<file path="src/rtl/wsgr_pkg.sv">
// Shared types, widths and helpers for the wand stroke grid rasterizer.
// No dependencies; imported by every module of the block.
package wsgr_pkg;

  localparam int GRID_SIZE_DEF   = 28;
  localparam int LINE_POINTS_DEF = 5;

  localparam int SAMPLE_W   = 32;  // Q15.16 sample and bias
  localparam int GAIN_W     = 16;  // Q7.8 gain
  localparam int PIX_W      = 16;  // pixel and grid coordinates
  localparam int CANVAS_W   = 12;  // canvas size, also the divisor width
  localparam int ROW_IDX_W  = 5;
  localparam int ROW_BITS_W = 28;
  localparam int CFG_IDX_W  = 3;
  localparam int CFG_DATA_W = 32;
  localparam int Q_FRAC     = 24;  // fraction bits of sample times gain

  localparam logic signed [GAIN_W-1:0] GAIN_RST   = 16'sd256;
  localparam logic [CANVAS_W-1:0]      CANVAS_RST = 12'd280;

  typedef enum logic [CFG_IDX_W-1:0] {
    CFG_BIAS_X        = 3'd0,
    CFG_BIAS_Y        = 3'd1,
    CFG_GAIN          = 3'd2,
    CFG_CENTER_X      = 3'd3,
    CFG_CENTER_Y      = 3'd4,
    CFG_CANVAS_WIDTH  = 3'd5,
    CFG_CANVAS_HEIGHT = 3'd6
  } cfg_idx_e;

  typedef enum logic {
    OP_SAMPLE = 1'b0,
    OP_READ   = 1'b1
  } op_e;

  // Clamp to the signed 16-bit coordinate range.
  function automatic logic signed [PIX_W-1:0] sat_pix(input logic signed [63:0] v);
    logic signed [PIX_W-1:0] r;
    if (v > 64'sd32767) begin
      r = 16'sh7FFF;
    end else if (v < -64'sd32768) begin
      r = 16'sh8000;
    end else begin
      r = v[PIX_W-1:0];
    end
    return r;
  endfunction

endpackage

</file>
<file path="src/rtl/wsgr_div.sv">
// Shared radix-2 restoring divider, signed dividend by unsigned divisor,
// quotient truncated toward zero and clamped to 16 bits. Uses wsgr_pkg.
module wsgr_div #(
  parameter int DIV_W = 22
) (
  input  logic                                clk_i,
  input  logic                                rst_ni,
  input  logic                                start_i,
  input  logic signed [DIV_W-1:0]             dividend_i,
  input  logic [wsgr_pkg::CANVAS_W-1:0]       divisor_i,
  output logic                                done_o,
  output logic signed [wsgr_pkg::PIX_W-1:0]   quot_o
);
  import wsgr_pkg::*;

  localparam int CNT_W = $clog2(DIV_W + 1);

  logic                   busy_q, fin_q, done_q;
  logic [CNT_W-1:0]       cnt_q;
  logic                   neg_q;
  logic [CANVAS_W-1:0]    dvs_q;
  logic [CANVAS_W-1:0]    rem_q;
  logic [DIV_W-1:0]       quo_q;
  logic signed [PIX_W-1:0] quot_q;

  logic [DIV_W-1:0]       dvd_mag;
  logic [CANVAS_W:0]      rem_shift;
  logic                   ge;
  logic [CANVAS_W:0]      rem_sub;
  logic signed [DIV_W:0]  mag_s;
  logic signed [DIV_W:0]  res_s;

  assign dvd_mag   = dividend_i[DIV_W-1] ? DIV_W'(-dividend_i) : DIV_W'(dividend_i);
  assign rem_shift = {rem_q, quo_q[DIV_W-1]};
  assign ge        = rem_shift >= {1'b0, dvs_q};
  assign rem_sub   = rem_shift - {1'b0, dvs_q};
  assign mag_s     = signed'({1'b0, quo_q});
  assign res_s     = neg_q ? -mag_s : mag_s;

  always_ff @(posedge clk_i or negedge rst_ni) begin
    if (!rst_ni) begin
      busy_q <= 1'b0;
      fin_q  <= 1'b0;
      done_q <= 1'b0;
      cnt_q  <= '0;
    end else begin
      done_q <= fin_q;
      fin_q  <= 1'b0;
      if (start_i) begin
        busy_q <= 1'b1;
        cnt_q  <= CNT_W'(DIV_W);
      end else if (busy_q) begin
        cnt_q <= cnt_q - CNT_W'(1);
        if (cnt_q == CNT_W'(1)) begin
          busy_q <= 1'b0;
          fin_q  <= 1'b1;
        end
      end
    end
  end

  always_ff @(posedge clk_i) begin
    if (start_i) begin
      neg_q <= dividend_i[DIV_W-1];
      dvs_q <= divisor_i;
      rem_q <= '0;
      quo_q <= dvd_mag;
    end else if (busy_q) begin
      rem_q <= ge ? rem_sub[CANVAS_W-1:0] : rem_shift[CANVAS_W-1:0];
      quo_q <= {quo_q[DIV_W-2:0], ge};
    end
    if (fin_q) begin
      quot_q <= sat_pix(64'(res_s));
    end
  end

  assign done_o = done_q;
  assign quot_o = quot_q;

  a_start_when_free: assert property (@(posedge clk_i) disable iff (!rst_ni)
    start_i |-> !busy_q && !fin_q)
    else $error("divider started while busy");

  a_done_pulse: assert property (@(posedge clk_i) disable iff (!rst_ni)
    done_q |=> !done_q)
    else $error("divider done held more than one cycle");

endmodule

</file>
<file path="src/rtl/wsgr_bitmap.sv">
// Stroke bitmap: one row per memory word, registered read, read-modify-write
// marking, per-row valid bits cleared at reset. Uses wsgr_pkg.
module wsgr_bitmap #(
  parameter int GRID_SIZE = wsgr_pkg::GRID_SIZE_DEF
) (
  input  logic                           clk_i,
  input  logic                           rst_ni,
  input  logic                           mark_i,
  input  logic [$clog2(GRID_SIZE)-1:0]   mark_col_i,
  input  logic [$clog2(GRID_SIZE)-1:0]   mark_row_i,
  input  logic                           read_i,
  input  logic [$clog2(GRID_SIZE)-1:0]   read_row_i,
  output logic [GRID_SIZE-1:0]           row_o
);
  import wsgr_pkg::*;

  localparam int AW = $clog2(GRID_SIZE);

  logic [GRID_SIZE-1:0] mem_q [GRID_SIZE];
  logic [GRID_SIZE-1:0] row_vld_q;
  logic                 rd_vld_q;
  logic                 wr_pend_q;
  logic [GRID_SIZE-1:0] rd_q;
  logic [AW-1:0]        wr_col_q, wr_row_q;

  logic                 rd_en;
  logic [AW-1:0]        rd_addr;
  logic [GRID_SIZE-1:0] cur_row;

  assign rd_en   = mark_i || read_i;
  assign rd_addr = mark_i ? mark_row_i : read_row_i;
  assign cur_row = rd_vld_q ? rd_q : '0;

  always_ff @(posedge clk_i or negedge rst_ni) begin
    if (!rst_ni) begin
      row_vld_q <= '0;
      rd_vld_q  <= 1'b0;
      wr_pend_q <= 1'b0;
    end else begin
      wr_pend_q <= mark_i;
      if (rd_en) begin
        rd_vld_q <= row_vld_q[rd_addr];
      end
      if (wr_pend_q) begin
        row_vld_q[wr_row_q] <= 1'b1;
      end
    end
  end

  always_ff @(posedge clk_i) begin
    if (rd_en) begin
      rd_q <= mem_q[rd_addr];
    end
    if (mark_i) begin
      wr_col_q <= mark_col_i;
      wr_row_q <= mark_row_i;
    end
    if (wr_pend_q) begin
      mem_q[wr_row_q] <= cur_row | (GRID_SIZE'(1) << wr_col_q);
    end
  end

  assign row_o = cur_row;

  // the row being written back must not be overtaken by another access
  a_no_access_during_write: assert property (@(posedge clk_i) disable iff (!rst_ni)
    wr_pend_q |-> !mark_i && !read_i)
    else $error("bitmap access collides with pending write");

endmodule

</file>
<file path="src/rtl/wand_stroke_grid_rasterizer.sv">
// Top level of the wand stroke grid rasterizer: config registers, sequencer,
// pixel multiplier, and instances of wsgr_div and wsgr_bitmap. Uses wsgr_pkg.
//
// One item at a time. A row read passes through ST_RD_ISSUE and ST_FINISH
// before its result is registered. A wand sample runs multiply and clamp
// (x then y), then 4 + 2*LINE_POINTS divisions on the single shared divider,
// with DIV_W = 17 + max(clog2(GRID_SIZE), clog2(LINE_POINTS-1)), which is 22
// at the defaults, marking each line point in the bitmap. The bitmap keeps
// one valid bit per row, cleared by reset, so the block is usable right after
// reset with no clearing pass. A finished result sits in the output register
// while the next item is accepted.
module wand_stroke_grid_rasterizer #(
  parameter int GRID_SIZE   = wsgr_pkg::GRID_SIZE_DEF,
  parameter int LINE_POINTS = wsgr_pkg::LINE_POINTS_DEF
) (
  input  logic                                  clk_i,
  input  logic                                  rst_ni,
  input  logic                                  in_valid_i,
  output logic                                  in_stall_o,
  input  logic                                  operation_i,
  input  logic signed [wsgr_pkg::SAMPLE_W-1:0]  sample_x_i,
  input  logic signed [wsgr_pkg::SAMPLE_W-1:0]  sample_y_i,
  input  logic [wsgr_pkg::ROW_IDX_W-1:0]        row_index_i,
  output logic                                  out_valid_o,
  input  logic                                  out_stall_i,
  output logic signed [wsgr_pkg::PIX_W-1:0]     grid_col_o,
  output logic signed [wsgr_pkg::PIX_W-1:0]     grid_row_o,
  output logic                                  inside_grid_o,
  output logic [wsgr_pkg::ROW_BITS_W-1:0]       row_bits_o,
  input  logic                                  cfg_valid_i,
  output logic                                  cfg_ready_o,
  input  logic [wsgr_pkg::CFG_IDX_W-1:0]        cfg_index_i,
  input  logic [wsgr_pkg::CFG_DATA_W-1:0]       cfg_data_i
);
  import wsgr_pkg::*;

  localparam int AW     = $clog2(GRID_SIZE);
  localparam int LINE_N = LINE_POINTS - 1;
  localparam int CG     = $clog2(GRID_SIZE);
  localparam int CL     = $clog2(LINE_N);
  localparam int DIV_W  = 17 + ((CG > CL) ? CG : CL);
  localparam int PT_W   = (LINE_POINTS > 2) ? $clog2(LINE_POINTS) : 1;
  localparam int SUM_W  = SAMPLE_W + 1;
  localparam int PROD_W = SUM_W + GAIN_W;
  localparam int Q_W    = PROD_W + 1;
  localparam int RIDX_W = ROW_IDX_W + AW + 1;
  localparam int EXT_W  = GRID_SIZE + ROW_BITS_W;

  typedef enum logic [9:0] {
    ST_IDLE      = 10'b0000000001,
    ST_RD_ISSUE  = 10'b0000000010,
    ST_MUL       = 10'b0000000100,
    ST_PIX       = 10'b0000001000,
    ST_DIV_GO    = 10'b0000010000,
    ST_DIV_WAIT  = 10'b0000100000,
    ST_LINE_INIT = 10'b0001000000,
    ST_MARK      = 10'b0010000000,
    ST_LINE_NEXT = 10'b0100000000,
    ST_FINISH    = 10'b1000000000
  } st_e;

  typedef enum logic [1:0] {
    JOB_GX = 2'd0,
    JOB_GY = 2'd1,
    JOB_OX = 2'd2,
    JOB_OY = 2'd3
  } job_e;

  // configuration
  logic signed [SAMPLE_W-1:0] bias_x_q, bias_y_q;
  logic signed [GAIN_W-1:0]   gain_q;
  logic signed [PIX_W-1:0]    center_x_q, center_y_q;
  logic [CANVAS_W-1:0]        canvas_w_q, canvas_h_q;

  // sequencer control
  st_e                        state_q, state_d;
  job_e                       job_q;
  logic                       ax_q;
  logic                       line_q;
  logic [PT_W-1:0]            pt_q;
  logic                       out_valid_q;

  // item and working registers
  logic                       op_q;
  logic signed [SAMPLE_W-1:0] sx_q, sy_q;
  logic [ROW_IDX_W-1:0]       row_q;
  logic signed [PROD_W-1:0]   prod_q;
  logic signed [PIX_W-1:0]    px_q, py_q, prev_px_q, prev_py_q;
  logic signed [PIX_W-1:0]    gx_q, gy_q, ox_q, oy_q, mx_q, my_q;
  logic signed [PIX_W:0]      dx_q, dy_q;
  logic signed [DIV_W-1:0]    acc_x_q, acc_y_q;

  // output register
  logic signed [PIX_W-1:0]    out_col_q, out_row_q;
  logic                       out_inside_q;
  logic [ROW_BITS_W-1:0]      out_bits_q;

  logic                       in_accept, out_free;
  logic signed [SUM_W-1:0]    mul_sum;
  logic signed [PROD_W-1:0]   prod_d;
  logic signed [Q_W-1:0]      q24, q_shift, q_trunc;
  logic signed [PIX_W-1:0]    pix_d;
  logic signed [PIX_W-1:0]    grid_src;
  logic [CANVAS_W-1:0]        canvas_sel;
  logic signed [DIV_W-1:0]    div_dividend;
  logic [CANVAS_W-1:0]        div_divisor;
  logic                       div_done;
  logic signed [PIX_W-1:0]    div_quot;
  logic [RIDX_W-1:0]          row_ext_idx;
  logic                       row_ok;
  logic                       pt_inside, new_inside;
  logic                       bm_mark, bm_read;
  logic [GRID_SIZE-1:0]       bm_row;
  logic [EXT_W-1:0]           row_ext;

  function automatic logic on_grid(input logic signed [PIX_W-1:0] v);
    return !v[PIX_W-1] && (v < PIX_W'(GRID_SIZE));
  endfunction

  assign in_accept   = in_valid_i && !in_stall_o;
  assign in_stall_o  = (state_q != ST_IDLE);
  assign out_free    = !out_valid_q || !out_stall_i;
  assign cfg_ready_o = 1'b1;

  // pixel mapping: (c * 2^24 - (s + b) * g) / 2^24, truncated toward zero
  assign mul_sum = SUM_W'(ax_q ? sy_q : sx_q) + SUM_W'(ax_q ? bias_y_q : bias_x_q);
  assign prod_d  = PROD_W'(mul_sum) * PROD_W'(gain_q);
  assign q24     = (Q_W'(ax_q ? center_y_q : center_x_q) <<< Q_FRAC) - Q_W'(prod_q);
  assign q_shift = q24 >>> Q_FRAC;
  assign q_trunc = (q24[Q_W-1] && (q24[Q_FRAC-1:0] != '0)) ? q_shift + Q_W'(1) : q_shift;
  assign pix_d   = sat_pix(64'(q_trunc));

  // divider operand select
  always_comb begin
    grid_src   = px_q;
    canvas_sel = canvas_w_q;
    case (job_q)
      JOB_GX: begin grid_src = px_q;      canvas_sel = canvas_w_q; end
      JOB_GY: begin grid_src = py_q;      canvas_sel = canvas_h_q; end
      JOB_OX: begin grid_src = prev_px_q; canvas_sel = canvas_w_q; end
      JOB_OY: begin grid_src = prev_py_q; canvas_sel = canvas_h_q; end
      default: ;
    endcase
    if (line_q) begin
      div_dividend = ax_q ? acc_y_q : acc_x_q;
      div_divisor  = CANVAS_W'(LINE_N);
    end else begin
      div_dividend = DIV_W'(grid_src) * DIV_W'(GRID_SIZE);
      div_divisor  = (canvas_sel == '0) ? CANVAS_W'(1) : canvas_sel;
    end
  end

  assign row_ext_idx = RIDX_W'(row_q);
  assign row_ok      = row_ext_idx < RIDX_W'(GRID_SIZE);
  assign pt_inside   = on_grid(mx_q) && on_grid(my_q);
  assign new_inside  = on_grid(gx_q) && on_grid(gy_q);
  assign bm_mark     = (state_q == ST_MARK) && pt_inside;
  assign bm_read     = (state_q == ST_RD_ISSUE) && row_ok;
  assign row_ext     = EXT_W'(bm_row);

  always_comb begin
    state_d = state_q;
    unique case (state_q)
      ST_IDLE: begin
        if (in_accept) begin
          state_d = (operation_i == OP_READ) ? ST_RD_ISSUE : ST_MUL;
        end
      end
      ST_RD_ISSUE:  state_d = ST_FINISH;
      ST_MUL:       state_d = ST_PIX;
      ST_PIX:       state_d = ax_q ? ST_DIV_GO : ST_MUL;
      ST_DIV_GO:    state_d = ST_DIV_WAIT;
      ST_DIV_WAIT: begin
        if (div_done) begin
          if (line_q) begin
            state_d = ax_q ? ST_MARK : ST_DIV_GO;
          end else begin
            state_d = (job_q == JOB_OY) ? ST_LINE_INIT : ST_DIV_GO;
          end
        end
      end
      ST_LINE_INIT: state_d = ST_DIV_GO;
      ST_MARK:      state_d = ST_LINE_NEXT;
      ST_LINE_NEXT: state_d = (pt_q == PT_W'(LINE_N)) ? ST_FINISH : ST_DIV_GO;
      ST_FINISH: begin
        if (out_free) begin
          state_d = ST_IDLE;
        end
      end
      default:      state_d = ST_IDLE;
    endcase
  end

  always_ff @(posedge clk_i or negedge rst_ni) begin
    if (!rst_ni) begin
      state_q     <= ST_IDLE;
      job_q       <= JOB_GX;
      ax_q        <= 1'b0;
      line_q      <= 1'b0;
      pt_q        <= '0;
      out_valid_q <= 1'b0;
      prev_px_q   <= '0;
      prev_py_q   <= '0;
      bias_x_q    <= '0;
      bias_y_q    <= '0;
      gain_q      <= GAIN_RST;
      center_x_q  <= '0;
      center_y_q  <= '0;
      canvas_w_q  <= CANVAS_RST;
      canvas_h_q  <= CANVAS_RST;
    end else begin
      state_q <= state_d;

      if (cfg_valid_i && cfg_ready_o) begin
        unique case (cfg_index_i)
          CFG_BIAS_X:        bias_x_q   <= cfg_data_i;
          CFG_BIAS_Y:        bias_y_q   <= cfg_data_i;
          CFG_GAIN:          gain_q     <= cfg_data_i[GAIN_W-1:0];
          CFG_CENTER_X:      center_x_q <= cfg_data_i[PIX_W-1:0];
          CFG_CENTER_Y:      center_y_q <= cfg_data_i[PIX_W-1:0];
          CFG_CANVAS_WIDTH:  canvas_w_q <= cfg_data_i[CANVAS_W-1:0];
          CFG_CANVAS_HEIGHT: canvas_h_q <= cfg_data_i[CANVAS_W-1:0];
          default: ;
        endcase
      end

      // a new result may replace the one leaving in the same cycle
      if ((state_q == ST_FINISH) && out_free) begin
        out_valid_q <= 1'b1;
      end else if (!out_stall_i) begin
        out_valid_q <= 1'b0;
      end

      case (state_q)
        ST_IDLE: begin
          ax_q   <= 1'b0;
          line_q <= 1'b0;
          job_q  <= JOB_GX;
        end
        ST_PIX: ax_q <= !ax_q;
        ST_DIV_WAIT: begin
          if (div_done) begin
            if (line_q) begin
              ax_q <= !ax_q;
            end else if (job_q != JOB_OY) begin
              job_q <= job_e'(job_q + 2'd1);
            end
          end
        end
        ST_LINE_INIT: begin
          line_q <= 1'b1;
          ax_q   <= 1'b0;
          pt_q   <= '0;
        end
        ST_LINE_NEXT: begin
          ax_q <= 1'b0;
          if (pt_q != PT_W'(LINE_N)) begin
            pt_q <= pt_q + PT_W'(1);
          end
        end
        ST_FINISH: begin
          if (out_free) begin
            if (op_q == OP_SAMPLE) begin
              prev_px_q <= px_q;
              prev_py_q <= py_q;
            end
          end
        end
        default: ;
      endcase
    end
  end

  always_ff @(posedge clk_i) begin
    if (in_accept) begin
      op_q  <= operation_i;
      sx_q  <= sample_x_i;
      sy_q  <= sample_y_i;
      row_q <= row_index_i;
    end
    case (state_q)
      ST_MUL: prod_q <= prod_d;
      ST_PIX: begin
        if (ax_q) begin
          py_q <= pix_d;
        end else begin
          px_q <= pix_d;
        end
      end
      ST_DIV_WAIT: begin
        if (div_done) begin
          if (line_q) begin
            if (ax_q) begin
              my_q <= div_quot;
            end else begin
              mx_q <= div_quot;
            end
          end else begin
            case (job_q)
              JOB_GX: gx_q <= div_quot;
              JOB_GY: gy_q <= div_quot;
              JOB_OX: ox_q <= div_quot;
              JOB_OY: oy_q <= div_quot;
              default: ;
            endcase
          end
        end
      end
      ST_LINE_INIT: begin
        acc_x_q <= DIV_W'(ox_q) * DIV_W'(LINE_N);
        acc_y_q <= DIV_W'(oy_q) * DIV_W'(LINE_N);
        dx_q    <= (PIX_W + 1)'(gx_q) - (PIX_W + 1)'(ox_q);
        dy_q    <= (PIX_W + 1)'(gy_q) - (PIX_W + 1)'(oy_q);
      end
      ST_LINE_NEXT: begin
        acc_x_q <= acc_x_q + DIV_W'(dx_q);
        acc_y_q <= acc_y_q + DIV_W'(dy_q);
      end
      ST_FINISH: begin
        if (out_free) begin
          if (op_q == OP_READ) begin
            out_col_q    <= '0;
            out_row_q    <= '0;
            out_inside_q <= 1'b0;
            out_bits_q   <= row_ok ? row_ext[ROW_BITS_W-1:0] : '0;
          end else begin
            out_col_q    <= gx_q;
            out_row_q    <= gy_q;
            out_inside_q <= new_inside;
            out_bits_q   <= '0;
          end
        end
      end
      default: ;
    endcase
  end

  wsgr_div #(
    .DIV_W (DIV_W)
  ) u_div (
    .clk_i      (clk_i),
    .rst_ni     (rst_ni),
    .start_i    (state_q == ST_DIV_GO),
    .dividend_i (div_dividend),
    .divisor_i  (div_divisor),
    .done_o     (div_done),
    .quot_o     (div_quot)
  );

  wsgr_bitmap #(
    .GRID_SIZE (GRID_SIZE)
  ) u_bitmap (
    .clk_i      (clk_i),
    .rst_ni     (rst_ni),
    .mark_i     (bm_mark),
    .mark_col_i (mx_q[AW-1:0]),
    .mark_row_i (my_q[AW-1:0]),
    .read_i     (bm_read),
    .read_row_i (row_ext_idx[AW-1:0]),
    .row_o      (bm_row)
  );

  assign out_valid_o   = out_valid_q;
  assign grid_col_o    = out_col_q;
  assign grid_row_o    = out_row_q;
  assign inside_grid_o = out_inside_q;
  assign row_bits_o    = out_bits_q;

  a_busy_after_accept: assert property (@(posedge clk_i) disable iff (!rst_ni)
    in_accept |=> in_stall_o)
    else $error("block ready again right after accepting an item");

  a_inside_consistent: assert property (@(posedge clk_i) disable iff (!rst_ni)
    out_valid_o && inside_grid_o |->
      !grid_col_o[PIX_W-1] && (grid_col_o < PIX_W'(GRID_SIZE)) &&
      !grid_row_o[PIX_W-1] && (grid_row_o < PIX_W'(GRID_SIZE)))
    else $error("inside flag set for a point off the grid");

  a_read_result_clean: assert property (@(posedge clk_i) disable iff (!rst_ni)
    out_valid_o && (row_bits_o != '0) |->
      (grid_col_o == '0) && (grid_row_o == '0) && !inside_grid_o)
    else $error("row read result carries grid fields");

endmodule
</file>
<file path="config.mk">
export PLATFORM = sky130hd
export DESIGN_NAME = wand_stroke_grid_rasterizer
export DESIGN_NICKNAME = d
export VERILOG_FILES = /design/src/rtl/wsgr_pkg.sv /design/src/rtl/wsgr_div.sv /design/src/rtl/wsgr_bitmap.sv /design/src/rtl/wand_stroke_grid_rasterizer.sv
export SDC_FILE = /design/constraint.sdc
export NUM_CORES = 2
export LEC_CHECK = 0
export BUFFER_PORTS_ARGS = -buffer_cell sky130_fd_sc_hd__buf_2
export CAP_MARGIN = 30
export CORE_MARGIN = 3
export CORE_UTILIZATION = 50
export DETAILED_ROUTE_END_ITERATION = 10
export MAX_ROUTING_LAYER = met4
export PLACE_DENSITY_LB_ADDON = 0.25
export SETUP_SLACK_MARGIN = 0.1
export SYNTH_ARGS = -nofsm -noshare
export SYNTH_HDL_FRONTEND = slang
export SYNTH_SLANG_ARGS = --single-unit
</file>
<file path="constraint.sdc">
create_clock -name clk_i -period 21.4 [get_ports clk_i]
set_clock_uncertainty 0.05 [all_clocks]
set_input_delay 2.14 -clock clk_i [delete_from_list [all_inputs] [get_ports clk_i]]
set_output_delay 2.14 -clock clk_i [all_outputs]
set_load 0.01 [all_outputs]
</file>
Word level (Yosys, flattened, before mapping)
Memories as Yosys holds them, arrays and structs flattened. A register that Yosys moved wholly into a read port is not among the register bits.
Cells that the tools add are included.
{"block": "word_totals", "memories": 1, "ramBits": 784, "ff_bits": 683, "inputBits": 110}
{"block": "classes", "addsub": 13, "n_bitwise": 5, "shift": 1, "magnitude_cmp": 13, "n_reduce_logical": 57, "mul": 2, "n_eq_ne": 32, "mux": 57}
{"memory": "u_bitmap.mem_q", "depth": 28, "word_bits": 28, "rd": 1, "rd_ports_with_merged_regs": 1, "wr": 1, "line": "wsgr_bitmap.sv:19", "rtl": "logic [GRID_SIZE-1:0] mem_q [GRID_SIZE];"}
{"operator": "2-to-1 mux 22 bit", "count": 5}
{"operator": "case mux 10 bit (10 select lines)", "count": 1}
{"operator": "case mux 22 bit (2 select lines)", "count": 2}
{"operator": "2-to-1 mux 33 bit", "count": 2}
{"operator": "less-than comparator 16 x 6 -> 1 bit (second input constant)", "count": 4}
{"operator": "case mux 16 bit (4 select lines)", "count": 1}
{"operator": "OR 28 bit", "count": 2}
{"operator": "> comparator 50 x 16 -> 1 bit (second input constant)", "count": 1}
{"operator": "less-than comparator 50 x 16 -> 1 bit (second input constant)", "count": 1}
{"operator": "2-to-1 mux 50 bit", "count": 1}
{"operator": "subtractor 50 x 49 -> 50 bit", "count": 1}
{"operator": "multiplier 33 x 16 -> 49 bit", "count": 1}
{"operator": "2-to-1 mux 16 bit", "count": 3}
{"operator": "adder 22 x 17 -> 22 bit", "count": 2}
{"operator": "2-to-1 mux 10 bit", "count": 4}
{"operator": "subtractor 16 x 16 -> 17 bit", "count": 2}
{"operator": "adder 33 bit", "count": 1}
{"operator": "2-to-1 mux 28 bit", "count": 1}
{"operator": "AND reduction 4 bit", "count": 7}
{"operator": "left shift 1 x 5 -> 28 bit (first input constant)", "count": 1}
{"operator": "adder 26 x 2 -> 27 bit (second input constant)", "count": 1}
{"operator": "2-to-1 mux 26 bit", "count": 1}
{"operator": "case mux 12 bit (2 select lines)", "count": 1}
{"operator": "AND reduction 2 bit", "count": 12}
{"operator": "other kinds (60)", "count": 122}

Depth between registers and ports, before layout
{"block": "depth", "ltp_word": 8, "depth_mapped": 46}

By module
A second synthesis with hierarchy kept.
{"block": "unflattened", "cells_unflattened": 6962, "area_unflattened_um2": 85851.1}
{"mod": "wand_stroke_grid_rasterizer", "seq_area_each_um2": 16255.6, "area_each_um2": 48133.7, "cells_each": 4532, "n_inst": 1}
{"mod": "wsgr_bitmap", "seq_area_each_um2": 25434.4, "area_each_um2": 32982.9, "cells_each": 1932, "n_inst": 1}
{"mod": "wsgr_div", "seq_area_each_um2": 1971.9, "area_each_um2": 4734.5, "cells_each": 498, "n_inst": 1}

Least setup slack after synthesis
OpenSTA, ideal clock, no wires.
{"block": "synth_timing", "path_type": "reg2reg", "startpoint": "register ax_q", "endpoint": "register prod_q[46], data pin", "setup_slack_ns": 9.834, "path_stages_with_launch": 42, "setup_time_ns": 0.180, "period_less_slack_ns": 11.566, "n_path_buf": 7, "t_arrival_ns": 11.336, "cell_sequence": "dfrtp_1 > clkbuf_1 > clkbuf_1 > buf_1 > clkbuf_1 > clkbuf_1 > clkbuf_1 > mux2i_1 > inv_1 > ha_1 > a21o_1 > a21oi_1 > o21bai_1 > a2111oi_0 > nor3_1 > o31a_1 > o21ai_0 > nand2b_1 > (+6 left out) > fa_1 > fa_1 > fa_1 > fa_1 > fa_1 > ha_1 > a21o_1 > a21o_1 > a21oi_1 > a311oi_1 > a311o_1 > a21o_1 > a21o_1 > a21bo_2 > a211oi_1 > nor3_1 > o21a_1 > o311ai_1"}
{"block": "synth_via", "elab_chain_cells": 3, "word_cells_on_any_way": 4, "classes_between": "1 x add/sub; 1 x mul; 2 x mux"}
{"element": "start, declared", "line": "wand_stroke_grid_rasterizer.sv:78", "rtl": "logic ax_q;"}
{"element": "start signal, assigned", "line": "wand_stroke_grid_rasterizer.sv:240", "rtl": "ST_PIX: ax_q <= !ax_q;"}
{"element": "start signal, assigned", "line": "wand_stroke_grid_rasterizer.sv:244", "rtl": "ax_q <= !ax_q;"}
{"element": "2-to-1 mux 33 bit", "line": "wand_stroke_grid_rasterizer.sv:126", "rtl": "assign mul_sum = SUM_W'(ax_q ? sy_q : sx_q) + SUM_W'(ax_q ? bias_y_q : bias_x_q);"}
{"element": "adder 33 bit (*)", "line": "wand_stroke_grid_rasterizer.sv:126"}
{"element": "multiplier 33 x 16 -> 49 bit (*)", "line": "wand_stroke_grid_rasterizer.sv:127", "rtl": "assign prod_d = PROD_W'(mul_sum) * PROD_W'(gain_q);"}
{"element": "net prod_d[46]", "line": "wand_stroke_grid_rasterizer.sv:100", "rtl": "logic signed [PROD_W-1:0] prod_d;"}
{"element": "end signal, assigned", "line": "wand_stroke_grid_rasterizer.sv:282", "rtl": "ST_MUL: prod_q <= prod_d;"}
{"element": "end, declared", "line": "wand_stroke_grid_rasterizer.sv:87", "rtl": "logic signed [PROD_W-1:0] prod_q;"}
Mark *: on every way through the listed nets, which the timed path passes. The rest lies on a longest branch.
A chain may end at the register's enable or synchronous reset.

Worst setup path in the final report
Ends and elaborated chain as after synthesis.

==> run summary <==
After global routing the overflow that remains totals 0. The die covers 0.178 mm². Once detail routing completed, the nets flagged for antenna violations numbered 0. The tree built by TritonCTS fans out to 1495 sinks.

The number of setup buffers added after CTS came out at 0. In the routed layout, each cell is associated on average with a via count of 5.70. The first-pass GRT wire length came out at 345000 µm. The synthesis-to-layout area growth is 10.6%.

When the netlist entered floorplanning its net count stood at 8616. The sort of element at the start of the critical path is a register. The number of warning messages in the yosys log came out at 0. The number of DRC violations after detailed-routing iteration 0 is 5532. Global routing used 25.6% of the available tracks. After synthesis, the netlist uses 94 different library cells.

The clock period minus worst slack came out at 12730 ps. The clock tree root driver cell is sky130_fd_sc_hd__clkbuf_16. The async set-or-reset flop fraction in the synthesized netlist came out at 15.0%. The worst slew margin relative to its limit came out at 25.3%. The capturing element type of the critical path is a register.

Averaged over all synthesized cells, the footprint is 11.3 µm². The fraction of the yosys area taken by sequential cells is 50.4%. The final setup violation count is 0. The number of buffers created by CTS came out at 157.

The required time reported for the critical path endpoint came out at 21960 ps. The worst hold path belongs to the class reg2reg. The ratio of cells with drive above 1 in the final layout came out at 12.3%. The final critical path takes up 59.5% of the cycle. Leaving out fill and tap cells, the most frequent cell in the layout is sky130_fd_sc_hd__nand2_1. The number of ports placed on the die boundary is 174. The slowest library cell on the worst path is sky130_fd_sc_hd__a21boi_0. After floorplanning, the core was divided into 152 placement rows. The congestion estimate from routability-driven global placement came to 0.889. The die is 422 µm tall.

The synthesized instance count is 7682. The top cell types in the final layout, fill and taps aside, are sky130_fd_sc_hd__nand2_1 (1398), sky130_fd_sc_hd__edfxtp_1 (1259), sky130_fd_sc_hd__inv_1 (785). The netlist area before placement is 0.0866 mm². The HPWL reported at the end of detailed placement is 142000 µm.

In this design, the critical path's most frequently occurring cell is sky130_fd_sc_hd__fa_1. The total area of multi-input combinational cells is 0.0390 mm². The top-area cell type share of the netlist area is 43.7%.

Setup repair after global routing left no endpoint under its margin. The clock transition time at the flip-flop clock pins of the worst setup and hold paths came out at 60 ps. The average routed wire per standard cell came out at 21.7 µm.

Of all cell types, the one taking the most synthesized area is sky130_fd_sc_hd__edfxtp_1. By startpoint and endpoint, the worst setup path is classified as reg2reg. The deepest clock path buffer count came out at 3.

Across the run, the number of max-cap violations was 0. The aggregate negative setup slack is 0 ps. Of all nets on the critical path, the largest fanout is 59. The insertion delay of the later-clocked pin in the worst-skew pair came out at 820 ps. At the worst endpoint, the arrival time is 13290 ps. The via count is 58251.

Tracing the worst setup path back leads to its startpoint at ax_q. The post-cts repair resize count came out at 0. The number of max-slew violations in the final report was 0. The routed design has 222000 µm of wire.

The pin count of the biggest net entering global routing is 176. The net count reported at finish came out at 8720. The total number of H-tree levels is 4. The total of hold buffers inserted after clock tree synthesis is 0. The flow ran to the end, and the final reports show no timing, DRC or antenna violations.

The area used by sequential logic in the layout is 0.0437 mm². The clock tree from TritonCTS is done. The count of flip-flops with a built-in enable after synthesis is 1259. The quantity of I/O buffers inserted on ports is 172. The maximum achievable frequency is 78.5 MHz. The number of synthesized register bits came out at 1495. In this run the horizontal extent of the chip is 422 µm.

The post-route DRC violation count came out at 0. The final count of hold timing violations came out at 0. The first-pass iteration count of the detailed router is 6. The transition time at the pin with the least slew margin came out at 1110 ps. The worst hold path begins at mx_q[0]. In this run the critical register-to-register path is launched from ax_q. By area the synthesized netlist is led by sky130_fd_sc_hd__edfxtp_1 (44%), sky130_fd_sc_hd__fa_1 (12%), sky130_fd_sc_hd__dfrtp_1 (6.2%).

The maximum cell stage delay along the critical path is 860 ps. The number of global-route vias before repair came to 58390. The effective utilization at floorplan came out at 50.4%.

The initial antenna violation count is 8. The most instantiated flip-flop cell in the synthesis netlist is sky130_fd_sc_hd__edfxtp_1. The number of filler instances in the final layout is 14343. The area of the core region is 0.172 mm².
final cells by class:
type	instances	share of cell area [%]
Timing Repair Buffer	314	2.17
Multi-Input combinational cell	5032	40.7
Antenna cell	3	0.00784
Clock buffer	204	4.37
Tap cell	2310	3.02
Sequential cell	1495	45.6
Clock inverter	81	1.07
Inverter	786	3.08
cell families (layout without fill, tap and decap cells):
family                   count (synthesis)  in the layout  share of synthesized area [%]
XOR/XNOR                               220            220                           2.22
buffers and inverters                 1155           1385                           5.08
AO/OA/AOI/OAI                          994            994                           7.61
adder cells (fa/ha/maj)                824            824                           16.4
AND/OR/NAND/NOR                       2687           2687                           14.3
flip-flops                            1495           1495                           50.4
other                                    1              4                        0.00433
multiplexers                           306            306                           3.92
Yosys cell counts (23+ instances only):
library cell / instances
sky130_fd_sc_hd__mux2_2: 266
sky130_fd_sc_hd__buf_2: 36
sky130_fd_sc_hd__a21o_1: 57
sky130_fd_sc_hd__nand2b_1: 40
sky130_fd_sc_hd__and3_1: 117
sky130_fd_sc_hd__mux2i_1: 39
sky130_fd_sc_hd__a211oi_1: 53
sky130_fd_sc_hd__o21a_1: 29
sky130_fd_sc_hd__clkbuf_1: 309
sky130_fd_sc_hd__a21oi_1: 194
sky130_fd_sc_hd__a311oi_1: 91
sky130_fd_sc_hd__o211ai_1: 23
sky130_fd_sc_hd__or3_1: 27
sky130_fd_sc_hd__nand3_1: 311
sky130_fd_sc_hd__edfxtp_1: 1259
sky130_fd_sc_hd__xnor2_1: 140
sky130_fd_sc_hd__nor2b_1: 68
sky130_fd_sc_hd__and2_1: 211
sky130_fd_sc_hd__nor3_1: 53
sky130_fd_sc_hd__nand4_1: 24
sky130_fd_sc_hd__a311o_1: 30
sky130_fd_sc_hd__dfrtp_1: 216
sky130_fd_sc_hd__inv_1: 785
sky130_fd_sc_hd__o21ai_0: 237
sky130_fd_sc_hd__nand2_1: 1399
sky130_fd_sc_hd__nor4_1: 30
sky130_fd_sc_hd__a31oi_1: 81
sky130_fd_sc_hd__nor2_1: 287
sky130_fd_sc_hd__or2_2: 43
sky130_fd_sc_hd__fa_1: 521
sky130_fd_sc_hd__a21boi_0: 30
sky130_fd_sc_hd__a31o_2: 31
sky130_fd_sc_hd__xor2_1: 80
sky130_fd_sc_hd__ha_1: 303
registers in the layout, summed over array words and instances, names as in the netlist, 17 cells and up:
register,flops
acc_y_q,22
prod_q,49
u_div.quo_q,22
u_bitmap.row_vld_q,28
row_bits_o,28
acc_x_q,22
dy_q,17
bias_y_q,32
u_bitmap.rd_q,28
u_bitmap.mem_q,784
bias_x_q,32
sy_q,32
dx_q,17
sx_q,32
per-stage QoR:
step / hold WS, ps / setup WS [ps] / instances / cell area [µm²] / util (%)
after floorplan: 350 / 9830 / 7682 / 86600 / -
after global placement: 360 / 9030 / 9929 / 90400 / 52.6
after detailed placement: 358 / 8820 / 9935 / 90500 / 52.6
after CTS: 371 / 8780 / 10220 / 95700 / 55.7
after global routing: 373 / 7950 / 10225 / 95800 / 55.7
final: 368 / 8670 / 10225 / 95800 / 55.7
worst paths after layout:
path                                        end  slack (ps)  depth (start not counted)
max in group asynchronous          bias_y_q[23]       18590                          2
hold reg to reg            u_bitmap.wr_col_q[0]         370                          0
setup / recovery                     prod_q[46]        8670                         42
setup reg to reg                     prod_q[46]        8670                         42
min in group asynchronous         canvas_h_q[9]        1290                          1
hold / removal             u_bitmap.wr_col_q[0]         370                          0
routing by layer:
| metal | vias to the layer above | routed length (µm) | share of wire (%) | global-route usage [%] |
|---|---|---|---|---|
| met2 | 2096 | 106000 | 48 | 40.7 |
| met5 | - | 0 | 0 | - |
| met1 | 29161 | 92400 | 42 | 33.7 |
| met4 | 0 | 8890 | 4.0 | 9.64 |
| li1 | 26579 | - | - | - |
| met3 | 415 | 15100 | 6.8 | 3.55 |
critical path: cells and delay by family (launching register included):
family | cells | cell delay (ps)
AO/OA/AOI/OAI | 18 | 4690
XOR/XNOR | 1 | 120
adder cells (fa/ha/maj) | 9 | 4000
buffers and inverters | 8 | 1600
flip-flops | 1 | 780
multiplexers | 1 | 310
AND/OR/NAND/NOR | 5 | 920
Power is left out: the tool's default activity adds up to more than one toggle a clock period on the data nets, which glitch-free logic cannot reach.
